[src/dtf_pkg.sv]
// Shared types and constants for the decimal text to 16.16 fixed-point converter.
// Used by dtf_ctrl, dtf_datapath and decimal_text_to_fixed16_core; no dependencies.
package dtf_pkg;

    localparam int MAX_FRACTION_DIGITS = 6;

    localparam int CHAR_W   = 8;
    localparam int INT_W    = 16;
    localparam int VAL_W    = 32;
    localparam int RATE_W   = 10;
    localparam int CFG_W    = 10;
    localparam int FRAC_SHIFT = 16;

    // Fraction accumulator and divisor share one width: 10^n is never a power of two.
    localparam longint FRAC_LIMIT = 10 ** MAX_FRACTION_DIGITS;
    localparam int FRAC_W  = $clog2(FRAC_LIMIT);
    localparam int CNT_W   = $clog2(MAX_FRACTION_DIGITS + 1);
    // The rounded fraction can reach 65536, so the quotient needs one extra bit.
    localparam int QUO_W   = FRAC_SHIFT + 1;
    localparam int DIV_W   = FRAC_W + QUO_W;
    localparam int STEP_W  = $clog2(QUO_W);
    localparam int PROD_W  = VAL_W + RATE_W + 1;
    localparam int TICK_W  = VAL_W + FRAC_SHIFT;

    // Configuration register indexes.
    localparam logic REG_TICK_MODE = 1'b0;
    localparam logic REG_TICK_RATE = 1'b1;

    localparam logic [RATE_W-1:0] TICK_RATE_RESET = RATE_W'(62);

    typedef struct packed {
        logic scan;   // take one character of the request
        logic prep;   // load the rounding division
        logic step;   // one restoring division step
        logic build;  // form the signed 16.16 value
        logic mul;    // multiply by the tick rate
        logic emit;   // load the output register and clear the scan
    } dtf_cmd_t;

    typedef struct packed {
        logic frac_none;  // no fraction digits, division can be skipped
        logic tick_mode;
    } dtf_stat_t;

    function automatic logic [FRAC_W-1:0] pow10(input int unsigned n);
        logic [FRAC_W-1:0] r;
        case (n)
            0:       r = FRAC_W'(64'd1);
            1:       r = FRAC_W'(64'd10);
            2:       r = FRAC_W'(64'd100);
            3:       r = FRAC_W'(64'd1000);
            4:       r = FRAC_W'(64'd10000);
            5:       r = FRAC_W'(64'd100000);
            6:       r = FRAC_W'(64'd1000000);
            7:       r = FRAC_W'(64'd10000000);
            8:       r = FRAC_W'(64'd100000000);
            9:       r = FRAC_W'(64'd1000000000);
            default: r = FRAC_W'(64'd1);
        endcase
        return r;
    endfunction

endpackage

[src/decimal_text_to_fixed16_core.sv]
// Top level of the decimal text to signed 16.16 fixed-point converter.
// Depends on dtf_pkg, dtf_ctrl and dtf_datapath.
//
//   Channel   Handshake           Payload
//   -------   -----------------   ---------------------------------
//   input     s_valid / s_ready   s_char_code[7:0], s_last_char
//   result    m_valid / m_ready   m_result_value[31:0] (signed)
//   config    cfg_wr_en           cfg_index, cfg_wr_data[9:0]
//
// Characters are taken while the controller is in its scan state. After the scan of a
// last character come the divider load, the bit-serial rounding division (skipped
// when there are no fraction digits), forming the value, the tick multiply in tick
// mode only, and the load of the output register.
// Reset is synchronous and active low; it restores tick_rate to 62 and clears the scan.
// A stalled result holds in the output register while the next request is scanned.
module decimal_text_to_fixed16_core (
    input  logic                             aclk,
    input  logic                             aresetn,
    input  logic                             s_valid,
    output logic                             s_ready,
    input  logic [dtf_pkg::CHAR_W-1:0]       s_char_code,
    input  logic                             s_last_char,
    output logic                             m_valid,
    input  logic                             m_ready,
    output logic signed [dtf_pkg::VAL_W-1:0] m_result_value,
    input  logic                             cfg_wr_en,
    input  logic                             cfg_index,
    input  logic [dtf_pkg::CFG_W-1:0]        cfg_wr_data
);
    import dtf_pkg::*;

    dtf_cmd_t  cmd;
    dtf_stat_t stat;

    dtf_ctrl u_ctrl (
        .aclk        (aclk),
        .aresetn     (aresetn),
        .s_valid     (s_valid),
        .s_ready     (s_ready),
        .s_last_char (s_last_char),
        .m_valid     (m_valid),
        .m_ready     (m_ready),
        .stat        (stat),
        .cmd         (cmd)
    );

    dtf_datapath u_datapath (
        .aclk           (aclk),
        .aresetn        (aresetn),
        .s_char_code    (s_char_code),
        .cfg_wr_en      (cfg_wr_en),
        .cfg_index      (cfg_index),
        .cfg_wr_data    (cfg_wr_data),
        .cmd            (cmd),
        .stat           (stat),
        .m_result_value (m_result_value)
    );

endmodule

[src/dtf_ctrl.sv]
// Controller state machine for the decimal text converter.
// Depends on dtf_pkg; drives the commands of dtf_datapath and the handshake flags.
module dtf_ctrl (
    input  logic               aclk,
    input  logic               aresetn,
    input  logic               s_valid,
    output logic               s_ready,
    input  logic               s_last_char,
    output logic               m_valid,
    input  logic               m_ready,
    input  dtf_pkg::dtf_stat_t stat,
    output dtf_pkg::dtf_cmd_t  cmd
);
    import dtf_pkg::*;

    localparam logic [2:0] S_SCAN = 3'd0;
    localparam logic [2:0] S_PREP = 3'd1;
    localparam logic [2:0] S_DIV  = 3'd2;
    localparam logic [2:0] S_VAL  = 3'd3;
    localparam logic [2:0] S_MUL  = 3'd4;
    localparam logic [2:0] S_OUT  = 3'd5;

    logic [2:0]        state_reg, state_next;
    logic [STEP_W-1:0] step_reg, step_next;
    logic              m_valid_reg, m_valid_next;
    logic              accept;
    logic              out_free;

    assign s_ready  = (state_reg == S_SCAN);
    assign accept   = s_valid && s_ready;
    assign out_free = !m_valid_reg || m_ready;
    assign m_valid  = m_valid_reg;

    always_comb begin
        state_next   = state_reg;
        step_next    = step_reg;
        m_valid_next = m_valid_reg && !m_ready;
        cmd          = '0;
        case (state_reg)
            S_SCAN: begin
                cmd.scan = accept;
                if (accept && s_last_char) begin
                    state_next = S_PREP;
                end
            end
            S_PREP: begin
                cmd.prep  = 1'b1;
                step_next = '0;
                state_next = stat.frac_none ? S_VAL : S_DIV;
            end
            S_DIV: begin
                cmd.step  = 1'b1;
                step_next = step_reg + STEP_W'(1);
                if (step_reg == STEP_W'(QUO_W - 1)) begin
                    state_next = S_VAL;
                end
            end
            S_VAL: begin
                cmd.build  = 1'b1;
                state_next = stat.tick_mode ? S_MUL : S_OUT;
            end
            S_MUL: begin
                cmd.mul    = 1'b1;
                state_next = S_OUT;
            end
            S_OUT: begin
                if (out_free) begin
                    cmd.emit     = 1'b1;
                    m_valid_next = 1'b1;
                    state_next   = S_SCAN;
                end
            end
            default: begin
                state_next = S_SCAN;
            end
        endcase
    end

    always_ff @(posedge aclk) begin
        if (!aresetn) begin
            state_reg   <= S_SCAN;
            step_reg    <= '0;
            m_valid_reg <= 1'b0;
        end else begin
            state_reg   <= state_next;
            step_reg    <= step_next;
            m_valid_reg <= m_valid_next;
        end
    end

endmodule

[src/dtf_datapath.sv]
// Datapath of the decimal text converter: character scan, restoring divider,
// value assembly, tick multiply and output register. Depends on dtf_pkg.
module dtf_datapath (
    input  logic                        aclk,
    input  logic                        aresetn,
    input  logic [dtf_pkg::CHAR_W-1:0]  s_char_code,
    input  logic                        cfg_wr_en,
    input  logic                        cfg_index,
    input  logic [dtf_pkg::CFG_W-1:0]   cfg_wr_data,
    input  dtf_pkg::dtf_cmd_t           cmd,
    output dtf_pkg::dtf_stat_t          stat,
    output logic signed [dtf_pkg::VAL_W-1:0] m_result_value
);
    import dtf_pkg::*;

    localparam logic [1:0] PH_SIGN = 2'd0;
    localparam logic [1:0] PH_INT  = 2'd1;
    localparam logic [1:0] PH_FRAC = 2'd2;
    localparam logic [1:0] PH_END  = 2'd3;

    localparam logic [CHAR_W-1:0] CH_PLUS  = CHAR_W'(8'h2B);
    localparam logic [CHAR_W-1:0] CH_MINUS = CHAR_W'(8'h2D);
    localparam logic [CHAR_W-1:0] CH_POINT = CHAR_W'(8'h2E);
    localparam logic [CHAR_W-1:0] CH_ZERO  = CHAR_W'(8'h30);
    localparam logic [CHAR_W-1:0] CH_NINE  = CHAR_W'(8'h39);

    // Configuration registers.
    logic              mode_reg;
    logic [RATE_W-1:0] rate_reg;

    // Scan state.
    logic [1:0]        phase_reg, phase_next;
    logic              neg_reg, neg_next;
    logic [INT_W-1:0]  int_reg, int_next;
    logic [FRAC_W-1:0] frac_reg, frac_next;
    logic [CNT_W-1:0]  fdig_reg, fdig_next;

    // Division, value and product.
    logic [FRAC_W-1:0] scale_reg;
    logic [DIV_W-1:0]  div_reg;
    logic signed [VAL_W-1:0]  val_reg;
    logic signed [PROD_W-1:0] prod_reg;
    logic signed [VAL_W-1:0]  result_reg;

    logic              is_digit;
    logic [3:0]        digit;
    logic [1:0]        eff_phase;
    logic [FRAC_W-1:0] scale_sel;
    logic [DIV_W-1:0]  numerator;
    logic [FRAC_W:0]   trial;
    logic [FRAC_W:0]   diff;
    logic              fits;
    logic [FRAC_W-1:0] rem_next;
    logic [VAL_W-1:0]  val_sum;
    logic [TICK_W-1:0] tick_sum;

    assign is_digit = (s_char_code >= CH_ZERO) && (s_char_code <= CH_NINE);
    assign digit    = s_char_code[3:0];

    always_comb begin
        phase_next = phase_reg;
        neg_next   = neg_reg;
        int_next   = int_reg;
        frac_next  = frac_reg;
        fdig_next  = fdig_reg;
        eff_phase  = (phase_reg == PH_SIGN) ? PH_INT : phase_reg;
        if ((phase_reg == PH_SIGN) && (s_char_code == CH_PLUS || s_char_code == CH_MINUS)) begin
            phase_next = PH_INT;
            neg_next   = (s_char_code == CH_MINUS);
        end else begin
            phase_next = eff_phase;
            case (eff_phase)
                PH_INT: begin
                    if (is_digit) begin
                        int_next = (int_reg << 3) + (int_reg << 1) + INT_W'(digit);
                    end else if (s_char_code == CH_POINT) begin
                        phase_next = PH_FRAC;
                    end else begin
                        phase_next = PH_END;
                    end
                end
                PH_FRAC: begin
                    if (is_digit && (fdig_reg < CNT_W'(MAX_FRACTION_DIGITS))) begin
                        frac_next = (frac_reg << 3) + (frac_reg << 1) + FRAC_W'(digit);
                        fdig_next = fdig_reg + CNT_W'(1);
                    end else begin
                        phase_next = PH_END;
                    end
                end
                default: begin
                    phase_next = PH_END;
                end
            endcase
        end
    end

    // Rounding division: (frac * 65536 + scale / 2) / scale, one quotient bit a step.
    // The top FRAC_W bits of the numerator are below the divisor, so only the
    // quotient bits need steps.
    assign scale_sel = pow10(int'(fdig_reg));
    assign numerator = {1'b0, frac_reg, FRAC_SHIFT'(0)} + DIV_W'(scale_sel >> 1);
    assign trial     = {div_reg[DIV_W-1:QUO_W], div_reg[QUO_W-1]};
    assign diff      = trial - {1'b0, scale_reg};
    assign fits      = (trial >= {1'b0, scale_reg});
    assign rem_next  = fits ? diff[FRAC_W-1:0] : trial[FRAC_W-1:0];

    assign val_sum  = {int_reg, FRAC_SHIFT'(0)} + VAL_W'(div_reg[QUO_W-1:0]);
    assign tick_sum = TICK_W'(prod_reg) + TICK_W'(32'h8000);

    assign stat.frac_none = (fdig_reg == '0);
    assign stat.tick_mode = mode_reg;
    assign m_result_value = result_reg;

    always_ff @(posedge aclk) begin
        if (!aresetn) begin
            mode_reg  <= 1'b0;
            rate_reg  <= TICK_RATE_RESET;
            phase_reg <= PH_SIGN;
            neg_reg   <= 1'b0;
            int_reg   <= '0;
            frac_reg  <= '0;
            fdig_reg  <= '0;
        end else begin
            if (cfg_wr_en) begin
                case (cfg_index)
                    REG_TICK_MODE: mode_reg <= cfg_wr_data[0];
                    REG_TICK_RATE: rate_reg <= cfg_wr_data[RATE_W-1:0];
                    default: ;
                endcase
            end
            if (cmd.emit) begin
                phase_reg <= PH_SIGN;
                neg_reg   <= 1'b0;
                int_reg   <= '0;
                frac_reg  <= '0;
                fdig_reg  <= '0;
            end else if (cmd.scan) begin
                phase_reg <= phase_next;
                neg_reg   <= neg_next;
                int_reg   <= int_next;
                frac_reg  <= frac_next;
                fdig_reg  <= fdig_next;
            end
        end
    end

    always_ff @(posedge aclk) begin
        if (cmd.prep) begin
            scale_reg <= scale_sel;
            div_reg   <= (fdig_reg == '0) ? '0 : numerator;
        end else if (cmd.step) begin
            div_reg <= {rem_next, div_reg[QUO_W-2:0], fits};
        end
        if (cmd.build) begin
            val_reg <= neg_reg ? -val_sum : val_sum;
        end
        if (cmd.mul) begin
            prod_reg <= val_reg * $signed({1'b0, rate_reg});
        end
        if (cmd.emit) begin
            result_reg <= mode_reg ? tick_sum[TICK_W-1:FRAC_SHIFT] : val_reg;
        end
    end

endmodule
[config.mk]
export PLATFORM = sky130hd
export DESIGN_NAME = decimal_text_to_fixed16_core
export DESIGN_NICKNAME = d
export VERILOG_FILES = /design/src/dtf_pkg.sv /design/src/decimal_text_to_fixed16_core.sv /design/src/dtf_ctrl.sv /design/src/dtf_datapath.sv
export SDC_FILE = /design/constraint.sdc
export NUM_CORES = 1
export LEC_CHECK = 0
export BUFFER_PORTS_ARGS = -buffer_cell sky130_fd_sc_hd__clkbuf_2
export CAP_MARGIN = 20
export CORE_MARGIN = 2
export CORE_UTILIZATION = 65
export DETAILED_ROUTE_END_ITERATION = 10
export PLACE_DENSITY = 0.88
export SYNTH_ARGS = -nofsm -noshare
export SYNTH_HDL_FRONTEND = slang
export SYNTH_SLANG_ARGS = --single-unit
[constraint.sdc]
create_clock -name aclk -period 8.2 [get_ports aclk]
set_clock_uncertainty 0.2 [all_clocks]
set_input_delay 1.64 -clock aclk [delete_from_list [all_inputs] [get_ports aclk]]
set_output_delay 1.64 -clock aclk [all_outputs]
set_load 0.005 [all_outputs]
==> summary.txt <==
Run status
  – Status: complete, no violations

Timing
  – Final Slew Violations: 0
  – Post-layout min period: between 6 and 7 ns
  – Max Freq: 0.1493 GHz
  – RSZ-0062 raised after global routing: no
  – Worst hold slack: 0.2143 ns
  – Fin Setup TNS: 0 ns
  – Relative slew slack: 22.95%
  – Worst-Margin Slew: 1.154 ns
  – Fin crit share: 81.67%
  – Final Hold Fails: 0
  – Final Setup Violations: 0
  – Final worst slack: 1.503 ns

Synth
  – Post-Syn Nets: 3007
  – Post-Syn Area per Cell: 9.294 um^2
  – Sequential area share after synthesis: 25.27%
  – Distinct cells, synth: 72
  – EDFF count, synth: 145
  – #FFs+latches synth: roughly 220
  – Ys async rst share: 0%
  – Post-Synthesis Cells: 2519
  – Mapped Area: 23410 um^2
  – Yosys warns: 0
  – Top_reg_cell synth: edfxtp_1

Final layout
  – Max FFs per register: 37
  – Area occupied by multi-input gates: 15740 um^2
  – Layout cells sized above 1: 5.687%
  – Post-route design area: 24920 um^2
  – ANT cells: 0
  – Layout Utilization: 70.23%
  – Area Overhead vs Synth: 6.440%
  – Nets: between 3000 and 4000
  – Fillers: 2485
  – Cell Count, Final, Fillers Out: 2993
  – Register area: between 5000 and 6000 um^2

Critical path
  – Critical Path Most Common Cell: fa_1
  – R2R depth: 20
  – Worst path depth: 20
  – Top delay family on crit path: adder cells
  – Crit Path Category: reg -> reg
  – Crit path buf inv count: 4
  – CP startpoint kind: register
  – Critical Path Max Stage Delay: 0.55 ns
  – Worst-path fanout max: 33
  – Cell breakdown of the critical path: buf_4, nand2_1, fa_1, fa_1, inv_1, ha_1, fa_1, inv_1, fa_1, inv_1, ha_1, a2111oi_0, o31ai_1, a22oi_1, a211oi_1, or2_1, a21o_1, a311o_1, a41oi_1, xnor2_1
  – Arr. time, crit path: 6.79 ns
  – Critical Path RT: 8.30 ns
  – Critical path's slowest cell: fa_1
  – CP endpoint kind: register

Placed design
  – Post-place instance area: 24020 um^2
  – Port buffer count: 58
  – Placed Instances: 2945
  – Dpl ws: 1.602 ns
  – Routability Congestion: between 0.9 and 1
  – Hpwl dp: 40.36 mm

Clocking
  – Clk sink count: 223
  – Total CTS buffers: 25
  – CTS tree: yes
  – Clk_lat worst skew: 0.55 ns
  – Hold-fix buffers, CTS: 0
  – Root Buffer: clkbuf_16
  – H-tree levels: 1
  – Post-CTS Setup Inserts: 0
  – Clk buf depth: 3
  – PostCTS Resize Cnt: 0
  – Clock-pin slew on the worst setup and hold paths: 0.06 ns

Floorplan
  – Die W: between 150 and 200 um
  – Core area: 35480 um^2
  – Initial Util: 65.98%
  – Ports: 59
  – Row cnt: 69
  – Die height: 193.8 um
  – DIE AREA: between 30000 and 40000 um^2

GRT
  – Pin count of the biggest net entering global routing: 60
  – Total track usage: 28.95%
  – Vias in the first global route: 18750
  – Remaining global-route overflow: 0
  – Global-route wire length before repair: 89.67 mm
  – Initial antenna violation count: 1

Min path
  – HP Class: reg -> reg
  – Hold path cells: 0

Drt
  – DR WL/cell: 17.79 um
  – Drt drc: 0
  – 1st-iter DRT viols: approximately 1300
  – Via density: ~5.9
  – Vias post-DR: between 15000 and 20000
  – Detail Route Antenna Nets: 0
  – TritonRoute pass-1 iters: 5
  – WL final: ~53 mm

Power and ir drop
  – Max IR drop VDD: 0.3236 mV
  – Power Density: 335.0 nW/um^2
  – Pleak: 11.56 nW
  – Pwr Total: 8.348 mW

Run
  – Max capacitance violation total: 0
cells by family after synthesis:
| logic type | count (synthesis) | synth area share [%] |
|---|---|---|
| muxes | 6 | 0.2619 |
| adders and majority gates | 463 | 33.66 |
| DFF | 223 | 25.27 |
| xor gates and xnor gates | 173 | 6.472 |
| and+or+nand+nor | 812 | 16.89 |
| AOI/OAI and AO/OA | 369 | 9.860 |
| buffers and inverters | 473 | 7.594 |
cell type report:
cell class	count	area share [%]
tap	461	2.315
multi-input combinational	1823	63.17
sequential	223	23.74
clock inverter	16	0.6176
clock buffer	29	2.696
timing repair buffer	80	2.018
inverter	361	5.438
power by group:
| group | total, mW | switching (mW) | leakage, nW | internal (mW) |
|---|---|---|---|---|
| registers | 1.69 | 0.0887 | 1.93 | 1.60 |
| clock network | 1.13 | 0.479 | 0.414 | 0.655 |
| logic | 5.52 | 3.15 | 9.22 | 2.37 |
synthesized netlist by cell type, types with 9 or more instances:
master,number,area [um^2]
a21oi_1,142,710.7
edfxtp_1,145,4354
a211oi_1,9,67.56
clkbuf_1,109,409.1
fa_1,278,5565
nor3_1,32,160.2
nand2b_1,19,118.9
inv_1,361,1355
nand2_1,344,1291
a21o_1,43,322.8
nand4_1,18,112.6
a31oi_1,10,62.56
nor2_1,95,356.6
and2_1,155,969.7
o21ai_0,63,315.3
dfxtp_1,78,1562
and3_1,25,156.4
nand3_1,58,290.3
o22ai_1,18,112.6
or3_1,9,56.30
nor2b_1,18,112.6
xnor2_1,105,919.6
a22o_1,12,105.1
ha_1,185,2315
xor2_1,68,595.6
path summary, 6_finish.rpt:
| path | from | endpoint | slack, ns |
|---|---|---|---|
| max | u_datapath.rate_reg[4]$_SDFFE_PN1P_ | u_datapath.prod_reg[28]$_DFFE_PP_ | 1.50 |
| min | u_datapath.scale_sel[0]$_SDFF_PP0_ | u_datapath.scale_reg[0]$_DFFE_PP_ | 0.21 |
| max reg2reg | u_datapath.rate_reg[4]$_SDFFE_PN1P_ | u_datapath.prod_reg[28]$_DFFE_PP_ | 1.50 |
| min reg2reg | u_datapath.scale_sel[0]$_SDFF_PP0_ | u_datapath.scale_reg[0]$_DFFE_PP_ | 0.21 |
per-layer routing:
layer  vias up  track usage (%)  wire [um]
met5         -                0         18
met4         2            9.839       1650
met3       154            5.357       4510
met2       803            50.53      26250
met1      8543            36.30      20820
li1       8193                -          -
layout by cell type, fill, tap and decap left out, types with 6 or more instances in the layout:
master,n
nand3_1,58
nand2_1,344
and3_1,24
xnor2_1,105
a21o_1,43
nor2b_1,18
o22ai_1,18
a21oi_1,140
a31oi_1,10
inv_1,361
or3_1,9
a211oi_1,9
a22o_1,12
o21bai_1,7
o21ai_0,63
buf_4,19
clkinv_2,9
nand2b_1,19
clkbuf_16,26
nor2_1,93
edfxtp_1,145
nand4_1,18
xor2_1,68
dfxtp_1,77
and2_1,155
a21boi_0,8
fa_1,278
nor3_1,32
and4_1,6
ha_1,185
o31ai_1,8
clkbuf_2,58
(Power assumes the default switching activity.)
